`config.mk`:
```
export PLATFORM = sky130hd
export DESIGN_NAME = i2c_master_register_transactions_unit
export DESIGN_NICKNAME = d
export VERILOG_FILES = /design/src/rtl/core/i2c_mrt_pkg.sv /design/src/rtl/core/i2c_master_register_transactions_unit.sv
export SDC_FILE = /design/constraint.sdc
export NUM_CORES = 1
export LEC_CHECK = 0
export ABC_AREA = 1
export CELL_PAD_IN_SITES_DETAIL_PLACEMENT = 1
export CELL_PAD_IN_SITES_GLOBAL_PLACEMENT = 1
export CORE_MARGIN = 8
export CORE_UTILIZATION = 50
export DETAILED_ROUTE_END_ITERATION = 7
export DONT_BUFFER_PORTS = 1
export HOLD_SLACK_MARGIN = 0.02
export PLACE_DENSITY_LB_ADDON = 0.25
export SYNTH_ARGS = -nofsm -noshare
export SYNTH_HDL_FRONTEND = slang
export SYNTH_SLANG_ARGS = --single-unit
```
`constraint.sdc`:
```
create_clock -name i_clk -period 11.4 [get_ports i_clk]
set_input_delay 1.14 -clock i_clk [delete_from_list [all_inputs] [get_ports i_clk]]
set_output_delay 1.14 -clock i_clk [all_outputs]
set_load 0.01 [all_outputs]
```
`src/rtl/core/i2c_mrt_pkg.sv`:
```
// ----------------------------------------------------------------------------
// i2c_mrt_pkg
// Shared types and constants for the I2C register transaction master.
// ----------------------------------------------------------------------------
package i2c_mrt_pkg;

    // Operation codes carried by the op field of an input beat.
    localparam logic [1:0] OP_TICK  = 2'd0;
    localparam logic [1:0] OP_READ  = 2'd1;
    localparam logic [1:0] OP_SPEAK = 2'd2;

    // Configuration register indexes.
    localparam logic [2:0] CFG_HALF_PERIOD = 3'd0;
    localparam logic [2:0] CFG_ACK_TIMEOUT = 3'd1;
    localparam logic [2:0] CFG_DEV_ADDR    = 3'd2;
    localparam logic [2:0] CFG_RESULT_REG  = 3'd3;
    localparam logic [2:0] CFG_SPEAK_REG   = 3'd4;

    // Reset values of the configuration registers.
    localparam logic [15:0] HALF_RESET     = 16'd20;
    localparam logic [15:0] ACK_RESET      = 16'd80;
    localparam logic [6:0]  DEV_ADDR_RESET = 7'd52;
    localparam logic [7:0]  RESULT_RESET   = 8'd100;
    localparam logic [7:0]  SPEAK_RESET    = 8'd110;

    localparam logic [7:0] MSB_MASK = 8'h80;
    localparam logic [3:0] BITS_PER_BYTE = 4'd8;
    localparam logic [2:0] LAST_BYTE_STEP = 3'd3;

    // Bus sequencer phases: start condition, write bit, write ACK, read bit,
    // master NACK and stop condition.
    typedef enum logic [4:0] {
        P_IDLE = 5'd0,
        P_ST1, P_ST2, P_ST3,
        P_WB1, P_WB2, P_WB3,
        P_WA1, P_WA2, P_WAIT, P_WA4,
        P_RB1, P_RB2,
        P_NA1, P_NA2, P_NA3, P_NA4,
        P_SP1, P_SP2, P_SP3, P_SP4
    } t_phase;

    // One result beat.
    typedef struct packed {
        logic       scl_release;
        logic       sda_release;
        logic       busy_res;
        logic       done_res;
        logic [7:0] read_byte;
        logic [2:0] fail_code;
    } t_result;

    // SCL level held in each phase.
    function automatic logic scl_of(input t_phase p);
        logic v;
        case (p)
            P_ST3, P_WB1, P_WB3, P_WA1, P_WA4, P_RB2,
            P_NA1, P_NA2, P_NA4, P_SP1, P_SP2: v = 1'b0;
            default:                           v = 1'b1;
        endcase
        return v;
    endfunction

    // SDA level held in each phase outside the write-bit phases.
    function automatic logic sda_of(input t_phase p);
        logic v;
        case (p)
            P_ST2, P_ST3, P_WB1, P_WB2, P_WB3, P_SP2, P_SP3: v = 1'b0;
            default:                                         v = 1'b1;
        endcase
        return v;
    endfunction

endpackage

```
`src/rtl/core/i2c_master_register_transactions_unit.sv`:
```
// ----------------------------------------------------------------------------
// i2c_master_register_transactions_unit
// I2C master that runs register read and speak write transactions, one bus
// tick per input beat.
// ----------------------------------------------------------------------------
// Every input beat is one timing tick of the bus sequencer and yields exactly
// one result beat with the SCL/SDA levels to drive, the busy and done flags,
// the last read byte and the fail code. The block takes one beat per clock:
// the whole sequencer step is one pass of logic from the state registers and
// the input ports into a two-entry result buffer, so a new beat is accepted in
// every cycle in which the buffer has a free entry, also while a finished
// result still waits to be taken. With op set to a read or a speak code
// while idle, a transaction starts and that same beat is the first tick of
// the START condition; op is ignored while a transaction runs. Each bus
// phase lasts half_period ticks, and an ACK is awaited with SCL high for at
// most ack_timeout ticks before the transaction is closed with STOP and a
// fail code. Configuration is written through a plain write port and
// should only change while the block is idle.
module i2c_master_register_transactions_unit #(
    parameter int TIMER_WIDTH = 16
) (
    input  logic        i_clk,
    input  logic        i_rst_n,
    // configuration write port
    input  logic        i_cfg_we,
    input  logic [2:0]  i_cfg_index,
    input  logic [15:0] i_cfg_data,
    // input channel
    input  logic        i_in_valid,
    output logic        o_in_ready,
    input  logic [1:0]  i_op,
    input  logic [7:0]  i_speak_cmd,
    input  logic [7:0]  i_speak_id,
    input  logic        i_sda_level,
    // result channel
    output logic        o_out_valid,
    input  logic        i_out_ready,
    output logic        o_scl_release,
    output logic        o_sda_release,
    output logic        o_busy_res,
    output logic        o_done_res,
    output logic [7:0]  o_read_byte,
    output logic [2:0]  o_fail_code
);
    import i2c_mrt_pkg::*;

    // The limit compare is done at the wider of the register and timer widths
    // so that registers above the timer range clamp to the timer maximum.
    localparam int CW = (TIMER_WIDTH > 16) ? TIMER_WIDTH : 16;
    localparam logic [CW-1:0] TMAX = CW'((64'd1 << TIMER_WIDTH) - 64'd1);

    // Configuration registers.
    logic [15:0] r_half_period;
    logic [15:0] r_ack_timeout;
    logic [6:0]  r_dev_addr;
    logic [7:0]  r_result_reg;
    logic [7:0]  r_speak_reg;

    // Sequencer state.
    t_phase                 r_phase,      n_phase;
    logic [2:0]             r_byte_step,  n_byte_step;
    logic [3:0]             r_bit_count,  n_bit_count;
    logic [7:0]             r_shift_byte, n_shift_byte;
    logic [TIMER_WIDTH-1:0] r_delay_count, n_delay_count;
    logic [TIMER_WIDTH-1:0] r_ack_count,  n_ack_count;
    logic                   r_is_speak,   n_is_speak;
    logic [7:0]             r_held_cmd,   n_held_cmd;
    logic [7:0]             r_held_id,    n_held_id;
    logic [7:0]             r_last_read,  n_last_read;
    logic [2:0]             r_last_fail,  n_last_fail;

    // Two-entry result buffer.
    t_result    r_buf [2];
    logic       r_wr_ptr;
    logic       r_rd_ptr;
    logic [1:0] r_count;

    t_result n_result;
    logic    in_beat;
    logic    out_beat;

    logic [CW-1:0]          half_ext;
    logic [CW-1:0]          ack_ext;
    logic [TIMER_WIDTH-1:0] half_limit;
    logic [TIMER_WIDTH-1:0] ack_limit;

    assign o_in_ready  = (r_count != 2'd2);
    assign o_out_valid = (r_count != 2'd0);
    assign in_beat     = i_in_valid && o_in_ready;
    assign out_beat    = o_out_valid && i_out_ready;

    // Phase and ACK limits, clamped to the timer range. A zero limit makes
    // every phase last one tick, the same as a limit of one.
    assign half_ext   = CW'(r_half_period);
    assign ack_ext    = CW'(r_ack_timeout);
    assign half_limit = (half_ext > TMAX) ? TMAX[TIMER_WIDTH-1:0] : half_ext[TIMER_WIDTH-1:0];
    assign ack_limit  = (ack_ext > TMAX) ? TMAX[TIMER_WIDTH-1:0] : ack_ext[TIMER_WIDTH-1:0];

    // Configuration writes.
    always_ff @(posedge i_clk) begin
        if (!i_rst_n) begin
            r_half_period <= HALF_RESET;
            r_ack_timeout <= ACK_RESET;
            r_dev_addr    <= DEV_ADDR_RESET;
            r_result_reg  <= RESULT_RESET;
            r_speak_reg   <= SPEAK_RESET;
        end else if (i_cfg_we) begin
            case (i_cfg_index)
                CFG_HALF_PERIOD: r_half_period <= i_cfg_data;
                CFG_ACK_TIMEOUT: r_ack_timeout <= i_cfg_data;
                CFG_DEV_ADDR:    r_dev_addr    <= i_cfg_data[6:0];
                CFG_RESULT_REG:  r_result_reg  <= i_cfg_data[7:0];
                CFG_SPEAK_REG:   r_speak_reg   <= i_cfg_data[7:0];
                default: ;
            endcase
        end
    end

    // One sequencer tick. A start is applied first, so the start beat already
    // runs the first tick of the START condition.
    always_comb begin
        logic                 busy;
        logic                 done;
        logic [TIMER_WIDTH:0] delay_inc;
        logic [TIMER_WIDTH:0] ack_inc;
        logic                 scl_lvl;
        logic                 sda_lvl;
        logic [7:0]           addr_byte;

        n_phase       = r_phase;
        n_byte_step   = r_byte_step;
        n_bit_count   = r_bit_count;
        n_shift_byte  = r_shift_byte;
        n_delay_count = r_delay_count;
        n_ack_count   = r_ack_count;
        n_is_speak    = r_is_speak;
        n_held_cmd    = r_held_cmd;
        n_held_id     = r_held_id;
        n_last_read   = r_last_read;
        n_last_fail   = r_last_fail;
        busy          = 1'b0;
        done          = 1'b0;
        scl_lvl       = 1'b1;
        sda_lvl       = 1'b1;
        addr_byte     = '0;

        if (r_phase == P_IDLE && (i_op == OP_READ || i_op == OP_SPEAK)) begin
            n_is_speak    = (i_op == OP_SPEAK);
            n_held_cmd    = i_speak_cmd;
            n_held_id     = i_speak_id;
            n_last_fail   = '0;
            n_byte_step   = '0;
            n_bit_count   = '0;
            n_shift_byte  = '0;
            n_delay_count = '0;
            n_ack_count   = '0;
            n_phase       = P_ST1;
        end

        delay_inc = {1'b0, n_delay_count} + 1'b1;
        ack_inc   = {1'b0, n_ack_count} + 1'b1;

        if (n_phase != P_IDLE) begin
            busy    = 1'b1;
            scl_lvl = scl_of(n_phase);
            if (n_phase == P_WB1 || n_phase == P_WB2 || n_phase == P_WB3) begin
                sda_lvl = |(n_shift_byte & MSB_MASK);
            end else begin
                sda_lvl = sda_of(n_phase);
            end

            if (n_phase == P_WAIT) begin
                // ACK window: a low SDA is the ACK, otherwise count toward
                // the timeout and fail when it is reached.
                if (!i_sda_level) begin
                    n_phase     = P_WA4;
                    n_ack_count = '0;
                end else if (ack_inc >= {1'b0, ack_limit}) begin
                    n_last_fail = n_byte_step + (n_is_speak ? 3'd4 : 3'd1);
                    if (!n_is_speak) begin
                        n_last_read = '0;
                    end
                    n_phase     = P_WA4;
                    n_ack_count = '0;
                end else begin
                    n_ack_count = ack_inc[TIMER_WIDTH-1:0];
                end
            end else if (delay_inc < {1'b0, half_limit}) begin
                n_delay_count = delay_inc[TIMER_WIDTH-1:0];
            end else begin
                n_delay_count = '0;
                case (n_phase)
                    P_ST1: n_phase = P_ST2;
                    P_ST2: n_phase = P_ST3;
                    P_ST3: begin
                        // Address byte: read form only after the repeated
                        // START of a register read.
                        addr_byte = {r_dev_addr, 1'b0};
                        if (n_byte_step == 3'd2 && !n_is_speak) begin
                            addr_byte[0] = 1'b1;
                        end
                        n_shift_byte = addr_byte;
                        n_bit_count  = '0;
                        n_phase      = P_WB1;
                    end
                    P_WB1: n_phase = P_WB2;
                    P_WB2: n_phase = P_WB3;
                    P_WB3: begin
                        n_shift_byte = {n_shift_byte[6:0], 1'b0};
                        n_bit_count  = n_bit_count + 1'b1;
                        n_phase      = (n_bit_count >= BITS_PER_BYTE) ? P_WA1 : P_WB1;
                    end
                    P_WA1: n_phase = P_WA2;
                    P_WA2: begin
                        n_ack_count = '0;
                        n_phase     = P_WAIT;
                    end
                    P_WA4: begin
                        if (n_last_fail != '0 || n_byte_step >= LAST_BYTE_STEP) begin
                            n_phase = P_SP1;
                        end else begin
                            n_byte_step = n_byte_step + 1'b1;
                            n_bit_count = '0;
                            if (n_is_speak) begin
                                n_phase = P_WB1;
                                case (n_byte_step)
                                    3'd1:    n_shift_byte = r_speak_reg;
                                    3'd2:    n_shift_byte = n_held_cmd;
                                    default: n_shift_byte = n_held_id;
                                endcase
                            end else begin
                                case (n_byte_step)
                                    3'd1: begin
                                        n_shift_byte = r_result_reg;
                                        n_phase      = P_WB1;
                                    end
                                    3'd2: n_phase = P_ST1;
                                    default: begin
                                        n_shift_byte = '0;
                                        n_phase      = P_RB1;
                                    end
                                endcase
                            end
                        end
                    end
                    P_RB1: begin
                        n_shift_byte = {n_shift_byte[6:0], i_sda_level};
                        n_phase      = P_RB2;
                    end
                    P_RB2: begin
                        n_bit_count = n_bit_count + 1'b1;
                        n_phase     = (n_bit_count >= BITS_PER_BYTE) ? P_NA1 : P_RB1;
                    end
                    P_NA1: n_phase = P_NA2;
                    P_NA2: n_phase = P_NA3;
                    P_NA3: n_phase = P_NA4;
                    P_NA4: n_phase = P_SP1;
                    P_SP1: n_phase = P_SP2;
                    P_SP2: n_phase = P_SP3;
                    P_SP3: n_phase = P_SP4;
                    P_SP4: begin
                        if (!n_is_speak && n_last_fail == '0) begin
                            n_last_read = n_shift_byte;
                        end
                        done    = 1'b1;
                        n_phase = P_IDLE;
                    end
                    default: n_phase = P_IDLE;
                endcase
            end
        end

        n_result.scl_release = scl_lvl;
        n_result.sda_release = sda_lvl;
        n_result.busy_res    = busy;
        n_result.done_res    = done;
        n_result.read_byte   = n_last_read;
        n_result.fail_code   = n_last_fail;
    end

    // Sequencer state advances once per accepted beat.
    always_ff @(posedge i_clk) begin
        if (!i_rst_n) begin
            r_phase       <= P_IDLE;
            r_byte_step   <= '0;
            r_bit_count   <= '0;
            r_shift_byte  <= '0;
            r_delay_count <= '0;
            r_ack_count   <= '0;
            r_is_speak    <= 1'b0;
            r_held_cmd    <= '0;
            r_held_id     <= '0;
            r_last_read   <= '0;
            r_last_fail   <= '0;
        end else if (in_beat) begin
            r_phase       <= n_phase;
            r_byte_step   <= n_byte_step;
            r_bit_count   <= n_bit_count;
            r_shift_byte  <= n_shift_byte;
            r_delay_count <= n_delay_count;
            r_ack_count   <= n_ack_count;
            r_is_speak    <= n_is_speak;
            r_held_cmd    <= n_held_cmd;
            r_held_id     <= n_held_id;
            r_last_read   <= n_last_read;
            r_last_fail   <= n_last_fail;
        end
    end

    // Result buffer: written on an input beat, drained on a result beat.
    always_ff @(posedge i_clk) begin
        if (!i_rst_n) begin
            r_wr_ptr <= 1'b0;
            r_rd_ptr <= 1'b0;
            r_count  <= '0;
        end else begin
            if (in_beat) begin
                r_wr_ptr <= ~r_wr_ptr;
            end
            if (out_beat) begin
                r_rd_ptr <= ~r_rd_ptr;
            end
            case ({in_beat, out_beat})
                2'b10:   r_count <= r_count + 1'b1;
                2'b01:   r_count <= r_count - 1'b1;
                default: r_count <= r_count;
            endcase
        end
    end

    always_ff @(posedge i_clk) begin
        if (in_beat) begin
            r_buf[r_wr_ptr] <= n_result;
        end
    end

    assign o_scl_release = r_buf[r_rd_ptr].scl_release;
    assign o_sda_release = r_buf[r_rd_ptr].sda_release;
    assign o_busy_res    = r_buf[r_rd_ptr].busy_res;
    assign o_done_res    = r_buf[r_rd_ptr].done_res;
    assign o_read_byte   = r_buf[r_rd_ptr].read_byte;
    assign o_fail_code   = r_buf[r_rd_ptr].fail_code;

    // The result buffer never holds more than its two entries.
    a_count_range: assert property (@(posedge i_clk) disable iff (!i_rst_n)
        r_count <= 2'd2)
        else $error("result buffer count out of range");

    // A start beat taken while idle leaves the sequencer busy with no fail code.
    a_start_leaves_idle: assert property (@(posedge i_clk) disable iff (!i_rst_n)
        (in_beat && r_phase == P_IDLE && (i_op == OP_READ || i_op == OP_SPEAK))
        |=> (r_phase != P_IDLE && r_last_fail == '0))
        else $error("start beat did not begin a transaction");

    // A finishing tick is always reported as part of the transaction.
    a_done_is_busy: assert property (@(posedge i_clk) disable iff (!i_rst_n)
        (o_out_valid && o_done_res) |-> o_busy_res)
        else $error("done reported outside a transaction");

    // Only a register read ever samples data bits from the slave.
    a_read_only_rb: assert property (@(posedge i_clk) disable iff (!i_rst_n)
        (r_phase == P_RB1 || r_phase == P_RB2) |-> !r_is_speak)
        else $error("speak write entered a read bit phase");

endmodule

```
; ---- Yosys cells after proc, flatten, opt, wreduce, memory -nomap -nowiden
; Memories as Yosys holds them, arrays and structs flattened. A register that Yosys moved wholly into a read port is not among the register bits.
; Cells that the tools add are included.
; Widths: inputs -> output; s select.
[word_totals]
regBits = 139
ram_bits = 30
mem_bits_ro = 32
in_bits = 43
output_inout_bits = 17
wordCells = 170
mem_count = 2
[memory_table]
columns = name, words, word_bits, rd, rd_clocked_by_memory_dff, wr, line_no
row1 = (name not given), 32, 1, 1, 0, 0, i2c_mrt_pkg.sv:55  ; case (p)
row2 = r_buf, 2, 15, 1, 1, 1, i2c_master_register_transactions_unit.sv:73  ; t_result r_buf [2];
[op_classes]
addsub = 7
n_lt_le_gt_ge = 6
n_eq_ne = 32
muxes = 78
bitwise_logic = 2
reduce_logical = 24
[ops]
columns = cell, count
row1 = $mux 16, 13
row2 = $mux 8, 16
row3 = $pmux 5 s18, 1
row4 = $eq 5x4->1 const B, 8
row5 = $mux 3, 13
row6 = $mux 5, 7
row7 = $add 16x1->17 const B, 2
row8 = $gt 16x16->1 const B, 2
row9 = $pmux 8 s2, 2
row10 = $pmux 8 s4, 1
row11 = $eq 5x5->1 const B, 5
row12 = $mux 4, 6
row13 = $eq 5x3->1 const B, 4
row14 = $ge 17x16->1, 1
row15 = $lt 17x16->1, 1
row16 = $mux 1, 15
row17 = $eq 3x2->1 const B, 4
row18 = $pmux 4 s3, 1
row19 = $eq 5x2->1 const B, 2
row20 = $reduce_and 2->1, 5
row21 = $pmux 4 s2, 1
row22 = $reduce_or 7->1, 1
row23 = $eq 3x1->1 const B, 2
row24 = $logic_not 3->1, 2
row25 = other kinds (23), 34

; ---- Logic depth before layout (Yosys ltp)
; Gate-level depths: netlist of the first run.
[depth]
ltp_word = 13
mapped_depth = 37
ltp_nobuf = 31

; ---- Worst setup path after synthesis of the first run
; No wires, ideal clock.
[synth_timing]
kind = input -> register
from = input port i_op[0]
to = memory r_buf[0][10] (netlist name), data pin
setup_time_ns = 0.257
arrival_time_ns = 4.848
t_required_ns = 11.143
path_slack_ns = 6.295
stages = 32
path_buffers = 7
path_cell_list = inv_1 ha_1 nor2_1 nand3_2 buf_6 buf_6 buf_2 buf_2 buf_1 nand2_1 inv_1 ha_1 nand3_1 inv_1 nand2_2 nor2_1 xor2_1 ha_1 a21oi_1 nor3_1 a211oi_1 nand2_1 nand2_1 nand2_1 nand2_1 nand2_1 buf_4 buf_4 nand2_1 o21ai_1 nand2_1 nand2_1
[synth_between]
elab_chain_len = 11
elab_cells_between_ends = 28
cone_classes = add/sub: 2 / order compare: 2 / eq/ne: 4 / mux: 14 / reduce/logical: 6
[synth_rtl]
columns = item, line_no
row1 = start: declaration, i2c_master_register_transactions_unit.sv:31  ; input logic [1:0] i_op,
row2 = branches (longest 10 deep; another with $add 16x1->17), n/a
row3 = $mux 8 *, i2c_master_register_transactions_unit.sv:163  ; if (n_phase != P_IDLE) begin
row4 = named net n_last_read[7], i2c_master_register_transactions_unit.sv:69  ; logic [7:0] r_last_read, n_last_read;
row5 = end: declaration, i2c_master_register_transactions_unit.sv:73
; Mark *: on every way through the listed nets, which the timed path passes.

; ---- Worst setup path after layout of the first run
[layout_timing]
from = input port i_op[0]
to = register r_ack_count[2]
[layout_between]
elab_chain_len = 10
elab_cells_between_ends = 20
cone_classes = add/sub: 2 / order compare: 2 / eq/ne: 4 / mux: 9 / reduce/logical: 3
[layout_rtl]
columns = item, line_no
row1 = $eq 2x1->1 or $eq 2x2->1 (tied branches), i2c_master_register_transactions_unit.sv:147  ; if (r_phase == P_IDLE && (i_op == OP_READ || i_op == OP_SPEAK)) begin
row2 = $logic_or 1x1->1 *, i2c_master_register_transactions_unit.sv:147
row3 = $logic_and 1x1->1 *, i2c_master_register_transactions_unit.sv:147
row4 = $mux 16, i2c_master_register_transactions_unit.sv:147
row5 = $add 16x1->17, i2c_master_register_transactions_unit.sv:161  ; ack_inc = {1'b0, n_ack_count} + 1'b1;
row6 = $ge 17x16->1, i2c_master_register_transactions_unit.sv:178  ; end else if (ack_inc >= {1'b0, ack_limit}) begin
row7 = $mux 16, i2c_master_register_transactions_unit.sv:178
row8 = $mux 16, i2c_master_register_transactions_unit.sv:175  ; if (!i_sda_level) begin
row9 = $mux 16, i2c_master_register_transactions_unit.sv:172  ; if (n_phase == P_WAIT) begin
row10 = $mux 16 *, i2c_master_register_transactions_unit.sv:163
row11 = end signal: assignment, i2c_master_register_transactions_unit.sv:301  ; r_ack_count <= n_ack_count;
row12 = end: declaration, i2c_master_register_transactions_unit.sv:65  ; logic [TIMER_WIDTH-1:0] r_ack_count, n_ack_count;
; Mark *: on every way between the ends. The rest lies on a longest branch, timed or not.
; A chain may end at the register's enable or synchronous reset.

==> metrics.md, run 1 <==
| Metric | Value |
|---|---|
| Area Overhead vs Synth | 5.83% |
| WP data arrival | 6060 ps |
| Startpoint types | primary input |
| CTS tree | done |
| Area contributors post-synth | dfxtp_1 (27%), nand2_1 (14%), edfxtp_1 (8.8%) |
| Post-synth EDFFs | 30 |
| DRC | 0 |
| Leakage power | 4.96 nW |
| Starting Density | 50.8% |
| Worst setup EP type | register |
| Top Ports | 60 |
| Hold buffers post-CTS | 0 |
| Most frequent CP cell | nand2_1 |
| Largest family of logic cells by synthesized area | simple AND/OR/NAND/NOR gates |
| Crit-path leading delay family | simple AND/OR/NAND/NOR gates |
| Setup TNS Final | 0 ps |
| Max reg flops | 30 |
| Die height | 159 um |
| Total core area | 20,200 sq um |
| Final Hold Fails | 0 |
| Post-Syn Area | 10,300 sq um |
| Min Clock Period, post-route | 5680 ps |
| CTS sink cnt | 170 |
| Mapped Cells | 1,507 |
| Top cell type's share of synthesized area | 27.3% |
| CP Buf/Inv Count | 5 |
| Syn nets | 1,593 |
| Largest reg by FF count | r_buf |
| HPWL after DPL | 22.2 mm |
| Period utilization | 49.8% |
| Simple-gate share of the synthesized area | 26.8% |
| Dpl cells | 1,722 |
| # diodes | 0 |
| Synth top cells by count | nand2_1 (384), inv_1 (200), dfxtp_1 (140) |
| Clk buf depth | 2 |
| Endpoints failing setup | 0 |
| Pins Over Slew Limit | 0 |
| Post-synthesis mux area share | 1.64% |
| Cts repair resizes | 0 |
| Global Route Usage Sum | 24.6% |
| Max-slew headroom | 18.7% |
| Post-synth ARST share | 0% |
| Post-Synth XOR/XNOR Area | 2.30% |
| Routed wire length | 31.2 mm |
| CP max stage cell | buf_4 |
| DR vias | 9,887 |
| CTS H-tree depth | 4 |
| Syn avg cell area | 6.82 sq um |
| YS warnings | 0 |
| Port bufs | 0 |
| Seq/Total Area, Yosys | 36.0% |
| Netlist cell types | 44 |
| Worst skew pair latency | 440 ps |
| Worst Tran Pin Value | 1220 ps |
| Die Width | 159 um |
| Compound-Gate Fraction of Synth Area | 17.1% |
| Critical path fanouts, max | 69 |
| Fin nets | 1,557 |
| Non-Filler Instances | 1,754 |
| Pwr dens | 185 nW/um^2 |
| Routed length per instance | 17.8 um |
| Synthesized-area fraction occupied by adder cells | 5.23% |
| Hold WC Path Type | register to register |
| ANT nets after route | 0 |
| Synthesized flop and latch total | 170 |
| Share of layout cells above drive strength 1 | 6.60% |
| Initial antenna violation count | 0 |
| Root Driver | clkbuf_16 |
| Initial DRC Count | 559 |
| CTS Buf Count | 17 |
| Core Util, Final | 53.8% |
| Area leader, netlist | dfxtp_1 |
| Max-cap violation count | 0 |
| Top-count cell post-synth | nand2_1 |
| Die ar. | 25,400 sq um |
| Biggest cell delay along the critical path | 700 ps |
| Worst Skew | 8.69 ps |
| DR vias/cell | 5.64 |
| Drt pass-1 iters | 4 |
| Crit Path Category | primary input to register |
| GRT Residual Overflow | 0 |
| Unrepaired setup endpoints after global routing | no |
| Hold slack | 433 ps |
| Gpl congestion | 0.918 |
| Status | complete, no violations |
| First-pass GRT wire length | 51.4 mm |
| Required time worst endpoint | 11,780 ps |
| Vias in the first global route | 9,919 |
| Clock transition at path regs | 70 ps |
| Max VDD drop | 0.111 mV |
| Fmax | 176 MHz |
| Pin count of the biggest net entering global routing | 87 |
| Post-CTS Setup Inserts | 0 |
| # rows | 52 |
| Most used DFF post-synth | dfxtp_1 |
-- stage by stage --
stage / area [sq um] / power [mW] / worst slack, ps
3_3_place_gp: 10400 / 1.45 / 5560
6_report: 10900 / 2.01 / 5720
3_5_place_dp: 10400 / 1.48 / 5430
5_1_grt: 10900 / 2.14 / 5320
2_1_floorplan: 10300 / 1.33 / 6290
4_1_cts: 10900 / 2.02 / 5780
-- worst min-delay path, delay by kind of cell, from the launching register on --
kind,cells,cell delay (ps)
DFF,1,310
and+or+nand+nor,2,80
-- metal layers --
metal  share of wire [%]  track usage [%]
met5                   0                0
met4                 1.7             8.06
met3                 4.4             3.83
met2                  49             42.3
met1                  45             30.9
-- path summary, 6_finish.rpt --
kind | from | end | slack (ps) | cells after the start
min | r_byte_step[2]$_SDFFE_PN0P_ | r_byte_step[2]$_SDFFE_PN0P_ | 430 | 2
max reg2reg | r_phase[4]$_SDFFE_PN0P_ | r_ack_count[2]$_SDFFE_PN0P_ | 6160 | 24
max | i_op[0] | r_ack_count[2]$_SDFFE_PN0P_ | 5720 | 26
min reg2reg | r_byte_step[2]$_SDFFE_PN0P_ | r_byte_step[2]$_SDFFE_PN0P_ | 430 | 2
-- where the power goes --
group | internal (mW) | switching (mW) | total (mW)
sequential | 0.698 | 0.0506 | 0.749
combinational | 0.205 | 0.524 | 0.729
clock | 0.277 | 0.259 | 0.536
-- kinds of logic after synthesis --
logic type / count (synthesis)
flops: 170
buf+inv: 275
compound gates: 326
xor+xnor: 27
simple gates: 651
fa+ha+maj: 43
mux: 15
-- cell usage in the layout (no fill, tap or decap), types with 17 or more instances in the layout --
| master | count |
|---|---|
| nand2_1 | 383 |
| xor2_1 | 26 |
| edfxtp_1 | 30 |
| nor2_1 | 131 |
| inv_1 | 200 |
| a21oi_1 | 127 |
| dfxtp_1 | 140 |
| nand4_1 | 17 |
| o21ai_1 | 31 |
| clkbuf_16 | 17 |
| ha_1 | 43 |
| o21ai_0 | 121 |
| nand3_1 | 72 |
-- area by class of cell --
cell class / instances / area, sq um
fillers: 2750 / 9350
inverters: 212 / 796
flip-flops and latches: 170 / 3700
clock inverters: 15 / 100
well taps: 270 / 338
clock buffers: 17 / 425
repair buffers: 8 / 60.1
multi-input cells: 1062 / 5460
No activity file was read; power rests on OpenSTA's default activity.
==> run 2: changes to the inputs <==
CORE_UTILIZATION = 42   (was 50)
clock period = 4.7 ns   (was 11.4 ns; I/O delays follow)
==> run 2 against run 1 <==
Against the previous run:
- total power increased to 2.5 times the previous value
- global-route usage decreased by 2.3 points
- critical path depth increased by 1
- die area increased by 17%
- clock power increased to 2.6 times the previous value
- critical endpoint is now r_ack_count[6]$_SDFFE_PN0P_
- largest power group is now combinational cells
- highest routed layer unchanged
==> metrics.md, run 2 (synthesized netlist as in run 1, its figures left out) <==
| Metric | Value |
|---|---|
| Status | complete, no violations |
| Critical path fanouts, max | 13 (-81%) |
| Area Overhead vs Synth | 8.46% |
| Commonest non-fill, non-tap cells in the layout | nand2_1 (383), inv_1 (200), dfxtp_1 (137), nor2_1 (130), a21oi_1 (127) |
| Worst Skew | 11.2 ps (+2.53 ps) |
| Max VDD drop | 0.187 mV (+69%) |
| Max reg flops | 30 (unchanged) |
| Hold WC Path Type | primary input to register |
| Gpl congestion | 0.891 (-3.0%) |
| CTS Buf Count | 17 (unchanged) |
| Routed length per instance | 17.7 um (-0.58%) |
| CP Buf/Inv Count | 6 (+1) |
| ANT nets after route | 0 (unchanged) |
| Worst R2R Setup Slack | 450 ps (-5710 ps) |
| Worst setup margin | 451 ps (-5270 ps) |
| Root Driver | clkbuf_16 |
| HPWL after DPL | 23.2 mm (+4.8%) |
| Biggest cell delay along the critical path | 430 ps (-270 ps) |
| Clk buf depth | 2 (unchanged) |
| Worst Tran Pin Value | 935 ps (-280 ps) |
| Endpoints failing setup | 0 (unchanged) |
| Crit Path Category | register to register |
| Pwr dens | 455 nW/um^2 (+150%) |
| Pin count of the biggest net entering global routing | 87 (unchanged) |
| DRC | 0 (unchanged) |
| CP max stage cell | dfxtp_1 |
| CTS H-tree depth | 4 (unchanged) |
| Sequential Power Share | 35.7% (-1.5 points) |
| Die Width | 172 um (+8.2%) |
| DR vias | 9,790 (-0.98%) |
| Max-slew headroom | 37.2% (+18 points) |
| Period utilization | 90.4% |
| Clock power share | 27.7% (+1.1 points) |
| Required time worst endpoint | 5080 ps (-6700 ps) |
| Worst setup EP type | register |
| Commonest non-fill, non-tap cell in the layout | nand2_1 |
| Switching Fraction | 40.6% (-0.74 points) |
| Pins Over Slew Limit | 0 (unchanged) |
| Global Route Usage Sum | 22.3% (-2.3 points) |
| DR vias/cell | 5.37 (-4.7%) |
| Min Clock Period, post-route | 4250 ps |
| Initial DRC Count | 495 (-11%) |
| Drt pass-1 iters | 5 (+1) |
| Leakage power | 5.10 nW (+2.8%) |
| CTS tree | done |
| WP data arrival | 4630 ps (-1430 ps) |
| Die ar. | 29,700 sq um (+17%) |
| Top Ports | 60 (unchanged) |
| Fillers | 3,137 (+14%) |
| Clock transition at path regs | 70 ps (about the same) |
| Starting Density | 42.5% (-8.3 points) |
| # rows | 57 (+9.6%) |
| Crit-path leading delay family | simple AND/OR/NAND/NOR gates |
| First-pass GRT wire length | 52.3 mm (+1.8%) |
| Largest reg by FF count | r_buf |
| Hold slack | 152 ps (-281 ps) |
| GRT Residual Overflow | 0 (unchanged) |
| Die height | 172 um (+8.2%) |
| Setup TNS Final | 0 ps (unchanged) |
| Startpoint types | register |
| Part of the power in combinational logic | 36.6% (+0.4 points) |
| Final Hold Fails | 0 (unchanged) |
| CTS sink cnt | 170 (unchanged) |
| Routed wire length | 32.2 mm (+3.3%) |
| Switching power | 2.06 mW (+150%) |
| Pint | 3.01 mW (+150%) |
| Fin nets | 1,571 (+0.90%) |
| Unrepaired setup endpoints after global routing | no |
| # diodes | 0 (unchanged) |
| Initial antenna violation count | 0 (unchanged) |
| Dpl ws | -92.2 ps (-5530 ps) |
| Port bufs | 0 (unchanged) |
| Share of layout cells above drive strength 1 | 7.81% (+1.2 points) |
| Fmax | 235 MHz |
| Max-cap violation count | 0 (unchanged) |
| Total core area | 24,200 sq um (+19%) |
| Worst skew pair latency | 430 ps (about the same) |
| Vias in the first global route | 9,985 (+0.67%) |
| Most frequent CP cell | nand2_1 |
[run 2: stage by stage]
step	utilization, %	std cells	power [mW]	cell area, sq um
3_5_place_dp	43.6	1788	3.69	10500
5_1_grt	46.1	1822	5.42	11200
3_3_place_gp	43.6	1788	3.63	10500
2_1_floorplan	-	1507	3.22	10300
4_1_cts	45.9	1820	5.11	11100
6_report	46.1	1822	5.07	11200
[run 2: power groups by stage]
stage | clock [mW] | sequential (mW) | combinational, mW
CTS | 1.43 | 1.81 | 1.86
detailed placement | 0 | 1.84 | 1.85
finish | 1.41 | 1.81 | 1.85
floorplan | 0 | 1.80 | 1.42
global placement | 0 | 1.83 | 1.79
global route | 1.48 | 1.83 | 2.10
[run 2: per-layer routing]
layer,GRT usage [%],vias up,part of all wire [%]
met5,0,-,0
met4,7.35,0,2.2
met3,3.52,48,4.6
met2,37.7,186,47
met1,28.5,4706,46
li1,-,4850,-
[run 2: layout make-up]
type                            count  area, sq um  share of cell area [%]
Sequential cell                   170         3710                    33.2
Multi-Input combinational cell   1062         5480                    49.1
Tap cell                          324          405                    3.64
Clock buffer                       21          493                    4.42
Clock inverter                     11         82.6                   0.741
Inverter                          212          796                    7.14
Timing Repair Buffer               22          190                    1.71
[run 2: what timing repair did]
item | 4_1_cts | 5_1_grt
endpoints found under the hold margin | 0 | 0
hold buffers | 0 | 0
endpoints found under the setup margin | 0 | 46
buffers inserted | 0 | 2
gates resized for setup | 0 | 5
[run 2: worst paths after layout]
| check | start | end | cells past startpoint |
|---|---|---|---|
| worst max-delay path | r_phase[0]$_SDFFE_PN0P_ | r_ack_count[6]$_SDFFE_PN0P_ | 27 |
| worst min-delay path | i_cfg_data[3] | r_speak_reg[3]$_SDFFE_PN1P_ | 2 |
| worst max register to register | r_phase[0]$_SDFFE_PN0P_ | r_ack_count[6]$_SDFFE_PN0P_ | 27 |
| worst min register to register | r_byte_step[2]$_SDFFE_PN0P_ | r_byte_step[2]$_SDFFE_PN0P_ | 2 |
[run 2: worst register-to-register path, stage by stage, from the launching register on]
cell      delay [ps]
dfxtp_1          430
nor2_2           120
nand3_4          190
buf_4            200
buf_4            200
nand2_2          100
nor3_4           280
nand3_1          130
inv_1            120
nand3_1          120
nor2_2           150
xor2_1           180
inv_1             80
ha_1             190
a21oi_1          140
nor2_1            50
a211oi_1         310
nand2_1           90
nand2_1           80
nand2_1           50
nand2_1           80
nand4_1          240
nor2_4           240
buf_12           160
nand2_1           70
nand2_1           60
o21ai_0           90
inv_1             60
==> run 3: changes to the inputs <==
==> constraint.sdc (replaced) <==
create_clock -name i_clk -period 4.7 [get_ports i_clk]
set_input_delay 0.705 -clock i_clk [delete_from_list [all_inputs] [get_ports i_clk]]
set_output_delay 0.705 -clock i_clk [all_outputs]
set_load 0.01 [all_outputs]
==> run 3 against run 2 <==
Against the previous run:
- clock skew up 8.6 ps
- total power is 1.4% higher
- global-route usage barely moved
- critical path depth fell by 1
- routed wire length barely moved
- worst setup slack worse by 92 ps
- first-iteration DRC count up 6.1%
- sequential share of layout area decreased by 0.089 points
- via count grew 0.43%
- sequential cell count is the same
- critical path type is now primary input to register
- critical endpoint is now r_buf[0][2]$_DFFE_PP_
- largest power group unchanged
- highest routed layer unchanged
==> metrics.md, run 3 (synthesized netlist as in run 1, its figures left out) <==
| Metric | Value |
|---|---|
| Status | complete, no violations |
| DRC | 0 (unchanged) |
| Drt pass-1 iters | 5 (unchanged) |
| Global Route Usage Sum | 22.3% (about the same) |
| Part of the power in combinational logic | 36.5% (about the same) |
| Clock transition at path regs | 70 ps (about the same) |
| Critical path fanouts, max | 16 (+3) |
| Worst Skew | 19.8 ps (+8.57 ps) |
| Switching Fraction | 39.8% (-0.85 points) |
| Worst Tran Pin Value | 1060 ps (+127 ps) |
| Setup TNS Final | 0 ps (unchanged) |
| Startpoint types | primary input |
| Max reg flops | 30 (unchanged) |
| Pwr dens | 460 nW/um^2 (+1.2%) |
| Leakage power | 5.09 nW (-0.30%) |
| Worst setup EP type | register |
| Dpl cells | 1,790 (+0.11%) |
| Gpl congestion | 0.884 (-0.79%) |
| ANT nets after route | 0 (unchanged) |
| Worst skew pair latency | 440 ps (about the same) |
| WP data arrival | 4530 ps (-100 ps) |
| Min Clock Period, post-route | 4340 ps (+92.1 ps) |
| Fin nets | 1,572 (+0.064%) |
| Port bufs | 0 (unchanged) |
| Unrepaired setup endpoints after global routing | no |
| Die ar. | 29,700 sq um (unchanged) |
| CTS Buf Count | 17 (unchanged) |
| Top Ports | 60 (unchanged) |
| HPWL after DPL | 23.2 mm (-0.17%) |
| Switching power | 2.05 mW (-0.71%) |
| Share of layout cells above drive strength 1 | 7.48% (-0.33 points) |
| Clk buf depth | 2 (unchanged) |
| Total core area | 24,200 sq um (unchanged) |
| GRT Residual Overflow | 0 (unchanged) |
| Routed length per instance | 17.7 um (about the same) |
| Crit Path Category | primary input to register |
| Period utilization | 92.4% (+2.0 points) |
| Initial antenna violation count | 0 (unchanged) |
| CTS sink cnt | 170 (unchanged) |
| # rows | 57 (unchanged) |
| Endpoints failing setup | 0 (unchanged) |
| Max-slew headroom | 28.6% (-8.6 points) |
| CTS tree | done |
| Clock power share | 28.2% (+0.5 points) |
| Dpl ws | -66.5 ps (+25.7 ps) |
| CTS H-tree depth | 4 (unchanged) |
| Pins Over Slew Limit | 0 (unchanged) |
| Fmax | 230 MHz (-2.1%) |
| Final Hold Fails | 0 (unchanged) |
| Commonest non-fill, non-tap cells in the layout | nand2_1 (383), inv_1 (200), dfxtp_1 (139), nor2_1 (131), a21oi_1 (127) |
| Largest reg by FF count | r_buf |
| Hold WC Path Type | primary input to register |
| Starting Density | 42.5% (unchanged) |
| Sequential Power Share | 35.3% (-0.4 points) |
| DR vias | 9,832 (+0.43%) |
| Max VDD drop | 0.216 mV (+15%) |
| First-pass GRT wire length | 52.4 mm (+0.17%) |
| DR vias/cell | 5.40 (+0.43%) |
| Routed wire length | 32.2 mm (about the same) |
| Root Driver | clkbuf_16 |
| Hold slack | 386 ps (+234 ps) |
| Max-cap violation count | 0 (unchanged) |
| Non-Filler Instances | 1,822 (unchanged) |
| Initial DRC Count | 525 (+6.1%) |
| # diodes | 0 (unchanged) |
| Pin count of the biggest net entering global routing | 87 (unchanged) |
| Pint | 3.10 mW (+2.9%) |
| Area Overhead vs Synth | 8.68% |
| Worst setup margin | 359 ps (-92.1 ps) |
| Vias in the first global route | 10,100 (+1.1%) |
| Required time worst endpoint | 4890 ps (-190 ps) |
| Worst R2R Setup Slack | 380 ps (-70 ps) |
| Core Util, Final | 46.2% (+0.093 points) |
| Die Width | 172 um (unchanged) |
| Die height | 172 um (unchanged) |
| Commonest non-fill, non-tap cell in the layout | nand2_1 |
[run 3: changes by cell type in the layout (fill, tap and decap cells not counted), moves of 2 or more]
cell        change
inv_6           -4
clkinv_2        -3
bufinv_16       +2
clkbuf_1        +2
clkinvlp_4      +2
dfxtp_1         +2
dfxtp_2         -2
[run 3: layer usage]
layer  track usage, %  vias to the layer above  share of wire (%)
met2             37.4                      193                 47
met5                0                        -                  0
li1                 -                     4853                  -
met3             3.68                       51                4.7
met4             7.46                        0                2.3
met1             28.7                     4735                 46
[run 3: final timing paths]
kind,startpoint,endpoint,cells after the start
min reg2reg,r_byte_step[2]$_SDFFE_PN0P_,r_byte_step[2]$_SDFFE_PN0P_,2
max,i_op[0],r_buf[0][2]$_DFFE_PP_,26
min,i_rst_n,ack_ext[4]$_SDFFE_PN1P_,1
max reg2reg,r_phase[3]$_SDFFE_PN0P_,r_buf[0][2]$_DFFE_PP_,24
[run 3: repair_timing]
action,in CTS,in global routing
buffers inserted,0,1
endpoints found under the setup margin,0,21
resized for setup,0,1
hold buffers,0,0
[run 3: cell type report]
| class | count | area [sq um] |
|---|---|---|
| fillers | 3160 | 13000 |
| multi-input cells | 1062 | 5470 |
| flip-flops and latches | 170 | 3700 |
| inverters | 212 | 796 |
| clock buffers | 22 | 475 |
| well taps | 324 | 405 |
| repair buffers | 23 | 210 |
| clock inverters | 9 | 116 |
[run 3: critical path: stages]
cell	delay [ps]
inv_1	20
ha_1	270
nor2_1	60
nand3_4	150
buf_4	260
nand2_1	100
buf_4	160
nor3_4	210
nand3_1	110
inv_1	120
nand3_1	120
nor2_2	150
nand2_1	90
xor2_1	190
inv_2	60
ha_1	280
nand2_1	70
inv_1	110
nand4_1	90
nor2_1	200
a211oi_1	70
nand2_1	110
nand2_1	80
nand3_1	150
nand3_2	170
o21ai_1	400
[run 3: per-stage QoR]
stage          instance area (sq um)  power (mW)
2_1_floorplan                  10300        3.22
3_3_place_gp                   10600        3.65
3_5_place_dp                   10600        3.71
4_1_cts                        11200        5.18
5_1_grt                        11200        5.48
6_report                       11200        5.14
[run 3: power by group through the flow]
| stage | registers, mW | logic (mW) | clock network [mW] |
|---|---|---|---|
| after global routing | 1.84 | 2.11 | 1.54 |
| after detailed placement | 1.84 | 1.86 | 0 |
| after global placement | 1.83 | 1.81 | 0 |
| final | 1.81 | 1.88 | 1.45 |
| after floorplan | 1.80 | 1.42 | 0 |
| after CTS | 1.81 | 1.88 | 1.48 |
